### config.mk
export PLATFORM = sky130hd
export DESIGN_NAME = clr_div
export DESIGN_NICKNAME = d
export VERILOG_FILES = /design/src/rtl/clr_pkg.sv /design/src/rtl/clr_div.sv
export SDC_FILE = /design/constraint.sdc
export NUM_CORES = 1
export LEC_CHECK = 0
export BUFFER_PORTS_ARGS = -buffer_cell sky130_fd_sc_hd__buf_2
export CAP_MARGIN = 30
export CORE_ASPECT_RATIO = 0.6
export CORE_MARGIN = 5
export CORE_UTILIZATION = 30
export CTS_BUF_LIST = sky130_fd_sc_hd__clkbuf_8 sky130_fd_sc_hd__clkbuf_16
export DETAILED_ROUTE_END_ITERATION = 8
export SLEW_MARGIN = 20
export SYNTH_ARGS = -nofsm -noshare
export SYNTH_HDL_FRONTEND = slang
export SYNTH_SLANG_ARGS = --single-unit
### constraint.sdc
create_clock -name i_clk -period 5.33 [get_ports i_clk]
set_clock_uncertainty 0.15 [all_clocks]
set_input_delay 0.7995 -clock i_clk [delete_from_list [all_inputs] [get_ports i_clk]]
set_output_delay 0.7995 -clock i_clk [all_outputs]
set_load 0.02 [all_outputs]
### src/rtl/clr_pkg.sv
`default_nettype none

package clr_pkg;

    // Defaults for the top-level parameters
    localparam int MAX_SAMPLES_DEF = 1024;
    localparam int MAX_ITER_DEF    = 100;

    // Field widths fixed by the interface
    localparam int DW  = 32;   // Q16.16 data
    localparam int ITW = 7;    // iteration count
    localparam int STW = 2;    // status code
    localparam int RIW = 2;    // register index

    // Divider geometry
    localparam int DIVW  = 64;
    localparam int DIVHW = 32;
    localparam int DCW   = $clog2(DIVW + 1);

    typedef enum logic [1:0] {
        M_BISECT = 2'd0,
        M_NEWTON = 2'd1,
        M_FISHER = 2'd2,
        M_SECANT = 2'd3
    } t_method;

    typedef enum logic [STW-1:0] {
        ST_CONV    = 2'd0,
        ST_NOCONV  = 2'd1,
        ST_DIVZERO = 2'd2,
        ST_OVF     = 2'd3
    } t_status;

    typedef enum logic [RIW-1:0] {
        REG_METHOD  = 2'd0,
        REG_START_A = 2'd1,
        REG_START_B = 2'd2,
        REG_TOL     = 2'd3
    } t_reg_idx;

    localparam logic signed [DW-1:0] START_A_RST = 32'sh0000_0000;
    localparam logic signed [DW-1:0] START_B_RST = 32'sh0001_0000;
    localparam logic [DW-2:0]        TOL_RST     = 31'd66;

    typedef struct packed {
        logic signed [DW-1:0] sample;
        logic                 last;
    } t_in_beat;

    typedef struct packed {
        logic signed [DW-1:0] estimate;
        logic [ITW-1:0]       iterations;
        logic [STW-1:0]       status;
    } t_out_beat;

    // Divider request and response
    typedef struct packed {
        logic            start;
        logic            half;   // quotient known to fit in DIVHW bits
        logic [DIVW-1:0] num;
        logic [DIVW-1:0] den;
    } t_div_req;

    typedef struct packed {
        logic busy;
        logic done;
    } t_div_rsp;

endpackage

`default_nettype wire

### src/rtl/clr_div.sv
`default_nettype none

module clr_div (
    input  logic                        i_clk,
    input  logic                        i_rst_n,
    input  clr_pkg::t_div_req           i_req,
    output clr_pkg::t_div_rsp           o_rsp,
    output logic [clr_pkg::DIVW-1:0]    o_quo
);
    import clr_pkg::*;

    logic [DIVW-1:0] r_rem;
    logic [DIVW-1:0] r_num;
    logic [DIVW-1:0] r_den;
    logic [DCW-1:0]  r_cnt;
    logic            r_busy;
    logic            r_done;

    logic [DIVW:0]   w_trial;
    logic [DIVW:0]   w_sub;
    logic            w_ge;

    // One restoring step per cycle
    assign w_trial = {r_rem, r_num[DIVW-1]};
    assign w_sub   = w_trial - {1'b0, r_den};
    assign w_ge    = (w_trial >= {1'b0, r_den});

    // Control
    always_ff @(posedge i_clk) begin
        if (!i_rst_n) begin
            r_busy <= 1'b0;
            r_done <= 1'b0;
            r_cnt  <= '0;
        end else begin
            r_done <= 1'b0;
            if (i_req.start) begin
                r_busy <= 1'b1;
                r_cnt  <= i_req.half ? DCW'(DIVHW) : DCW'(DIVW);
            end else if (r_busy) begin
                r_cnt <= r_cnt - DCW'(1);
                if (r_cnt == DCW'(1)) begin
                    r_busy <= 1'b0;
                    r_done <= 1'b1;
                end
            end
        end
    end

    // Datapath; half mode starts with the upper word already in the remainder
    always_ff @(posedge i_clk) begin
        if (i_req.start) begin
            r_den <= i_req.den;
            if (i_req.half) begin
                r_rem <= {{(DIVW-DIVHW){1'b0}}, i_req.num[DIVW-1:DIVW-DIVHW]};
                r_num <= {i_req.num[DIVW-DIVHW-1:0], {DIVHW{1'b0}}};
            end else begin
                r_rem <= '0;
                r_num <= i_req.num;
            end
        end else if (r_busy) begin
            r_rem <= w_ge ? w_sub[DIVW-1:0] : w_trial[DIVW-1:0];
            r_num <= {r_num[DIVW-2:0], w_ge};
        end
    end

    assign o_rsp.busy = r_busy;
    assign o_rsp.done = r_done;
    assign o_quo      = r_num;

endmodule

`default_nettype wire

==> results.json <==
{
  "status": "completed",
  "synthCells": 1209,
  "crit_path_frequent_cell": "o31ai_4",
  "cp-end-kind": "flop",
  "drt-initial-drc-count": 1000,
  "grt_first_pass_wirelength_um": 59000,
  "crit_path_max_incr_delay_ns": 0.81,
  "worst_pin_slew_ns": 0.889,
  "hold_path.class": "in2reg",
  "dp.cells": 1879,
  "cts_max_level": 1,
  "ys_seq_elements": 201,
  "num_vias": 9853,
  "finalHoldViolCount": 0,
  "io_buffers": 197,
  "num_rows": 57,
  "gp_congestion": 0.898,
  "io_pins": 198,
  "wl_um": 38900,
  "clockRootBuffer": "clkbuf_16",
  "path_max_fanout": 56,
  "clock_path_buffers": 3,
  "cts_tree": "done",
  "maxCapViolCount": 0,
  "setup_viol": 0,
  "layout.nets": 1574,
  "route.detailed.drc": 0,
  "wl_per_cell_um": 20.2,
  "finalInstanceArea_mm2": 0.0147,
  "yosys_warnings": 0,
  "grt_max_degree": 76,
  "postCtsSetupRepairBufs": 0,
  "coreArea_mm2": 0.0407,
  "min_period_ns": 4.17,
  "rsz0062_at_grt": "false",
  "syn-cell-area_mm2": 0.0124,
  "arrival_ns": 4.28,
  "syn_nets": 1408,
  "p_leak_nw": 6.37,
  "overflow": 0,
  "post-route-period-util_pct": 78.3,
  "final_cells": 1924,
  "worstPathCellList": "ha_1 -> nor2b_1 -> o31a_1 -> o31ai_2 -> o31ai_4 -> nand2_2 -> o41ai_4 -> a311oi_4 -> o31ai_4 -> buf_12 -> mux2i_1 -> o21ai_0",
  "syn_to_final_growth_pct": 18.2,
  "power_density_mw_per_mm2": 533,
  "grtUsageTotal_pct": 16.4,
  "critPathSlowestCell": "o31ai_4",
  "antenna_found_initial": 0,
  "grt_pass1_vias": 9478,
  "drtPass1Iterations": 6,
  "die_w_um": 273,
  "ant_nets": 0,
  "clock_sinks": 201,
  "path_buf_inv": 1,
  "critPathRequiredTime_ns": 5.44,
  "ys_types": 74,
  "syn_avg_cell_area_um2": 10.3,
  "drive_gt1_share_pct": 19.7,
  "ctsResizeCount": 0,
  "clk_pin_slew_ns": 0.06,
  "start_util_pct": 30.5,
  "maxSlewViolCount": 0,
  "ir_drop_mv": 0.212,
  "hpwl_um": 29600,
  "clk_latency_ns": 0.55,
  "drt-vias-per-instance": 5.12,
  "finalPower_mw": 7.82,
  "criticalPathCategory": "reg2reg",
  "cts_hold_buf": 0,
  "tns_ns": 0,
  "cp_top_family": "compound AO/OA/AOI/OAI gates",
  "antenna_cells": 0,
  "worstSetupStartpointType": "flop",
  "yosysSeqAreaShare_pct": 47.9,
  "async_flop_share_pct": 0,
  "die_height_um": 168,
  "die_area_mm2": 0.0457,
  "maxSlewHeadroom_pct": 40.7,
  "place_area_mm2": 0.0139,
  "max_freq_mhz": 240,
  "synth_ff_type": "edfxtp_1",
  "cts_made_buffers": 24,
  "synth_edf_count": 192
}
[report_power, final]
| part | switching, mW | internal [mW] |
|---|---|---|
| sequential | 0.219 | 2.18 |
| combinational | 2.25 | 1.49 |
| clock | 0.714 | 0.971 |
| total | 3.18 | 4.64 |
[cells in the final DEF, fill, tap and decap left out, types with 5 or more instances in the layout]
cell type	instances
o21bai_1	12
a22o_1	31
nor2_1	92
a21oi_1	106
a21o_1	44
nand2b_1	6
mux2i_1	56
clkbuf_16	24
nor3_1	8
xor2_1	28
edfxtp_1	192
o21ai_1	31
o22ai_1	7
xnor2_1	32
nor2b_1	15
nand4_1	18
ha_1	66
a31oi_1	9
or3_1	5
nand2_1	105
buf_4	8
buf_2	196
and3_1	11
o21a_1	7
a211oi_1	16
dfxtp_1	9
inv_1	86
o21ai_0	57
nand3_1	17
[flip-flops by register name, indices dropped and copies added (netlist names)]
signal / cells
r_rem: 64
r_done: 1
r_busy: 1
r_den: 64
r_cnt: 7
o_quo: 64
[final timing paths]
check / from / endpoint / cells after the start / slack, ns
max: r_rem[0] / r_rem[4] / 12 / 1.16
min: i_req[5] / r_den[5] / 1 / 0.28
max reg2reg: r_rem[0] / r_rem[4] / 12 / 1.16
min reg2reg: r_cnt[1] / r_cnt[1] / 2 / 0.35
[layout make-up]
class | instances | area (µm²)
multi-input cells | 859 | 5860
repair buffers | 208 | 1110
clock inverters | 20 | 191
fillers | 4082 | 26000
flip-flops and latches | 201 | 5950
well taps | 531 | 664
inverters | 81 | 304
clock buffers | 24 | 601
[worst reg2reg max path: cells and delay by family, from the launching register on]
| kind | cells | cell delay [ns] |
|---|---|---|
| flip-flops | 1 | 0.42 |
| AND/OR/NAND/NOR | 2 | 0.30 |
| adder cells (fa/ha/maj) | 1 | 0.32 |
| buffers and inverters | 1 | 0.36 |
| AO/OA/AOI/OAI | 7 | 2.09 |
| multiplexers | 1 | 0.24 |
[kinds of logic after synthesis]
kind of cell             Yosys count  share of synthesized area (%)
XOR/XNOR                          60                           4.23
AND/OR/NAND/NOR                  303                           11.2
flip-flops                       201                           47.9
buffers and inverters            149                           5.02
AO/OA/AOI/OAI                    372                           20.3
multiplexers                      57                           4.61
adder cells (fa/ha/maj)           67                           6.81
[Yosys cell counts, types with 9 or more instances]
| cell | number | area (µm²) |
|---|---|---|
| o21ai_0 | 57 | 285 |
| nand3_1 | 17 | 85.1 |
| edfxtp_1 | 192 | 5770 |
| clkbuf_1 | 45 | 169 |
| xnor2_1 | 32 | 280 |
| a211oi_1 | 16 | 120 |
| xor2_1 | 28 | 245 |
| a21oi_1 | 106 | 531 |
| inv_1 | 81 | 304 |
| nor2_1 | 93 | 349 |
| nand4_1 | 18 | 113 |
| a31oi_1 | 9 | 56.3 |
| nor2b_1 | 15 | 93.8 |
| mux2i_1 | 56 | 561 |
| and3_1 | 11 | 68.8 |
| a22o_1 | 31 | 272 |
| dfxtp_1 | 9 | 180 |
| ha_1 | 66 | 826 |
| a21o_1 | 44 | 330 |
| nand2_1 | 106 | 398 |
| o21bai_1 | 12 | 90.1 |
| o21ai_1 | 31 | 155 |
[per-stage QoR]
stage	setup WS [ns]	hold slack [ns]	util, %
2_1_floorplan	0.326	0.321	-
3_3_place_gp	1.28	0.328	34.1
3_5_place_dp	1.19	0.344	34.1
4_1_cts	1.16	0.239	36.1
5_1_grt	0.889	0.247	36.1
6_report	1.16	0.277	36.1
[metal layers]
| layer | GRT usage [%] | up-vias | part of all wire [%] |
|---|---|---|---|
| li1 | - | 4796 | - |
| met3 | 3.39 | 40 | 7.1 |
| met1 | 26.4 | 4708 | 51 |
| met5 | 0 | - | 0 |
| met4 | 2.80 | 0 | 1.8 |
| met2 | 22.5 | 309 | 40 |
No activity file was read; power rests on OpenSTA's default activity.
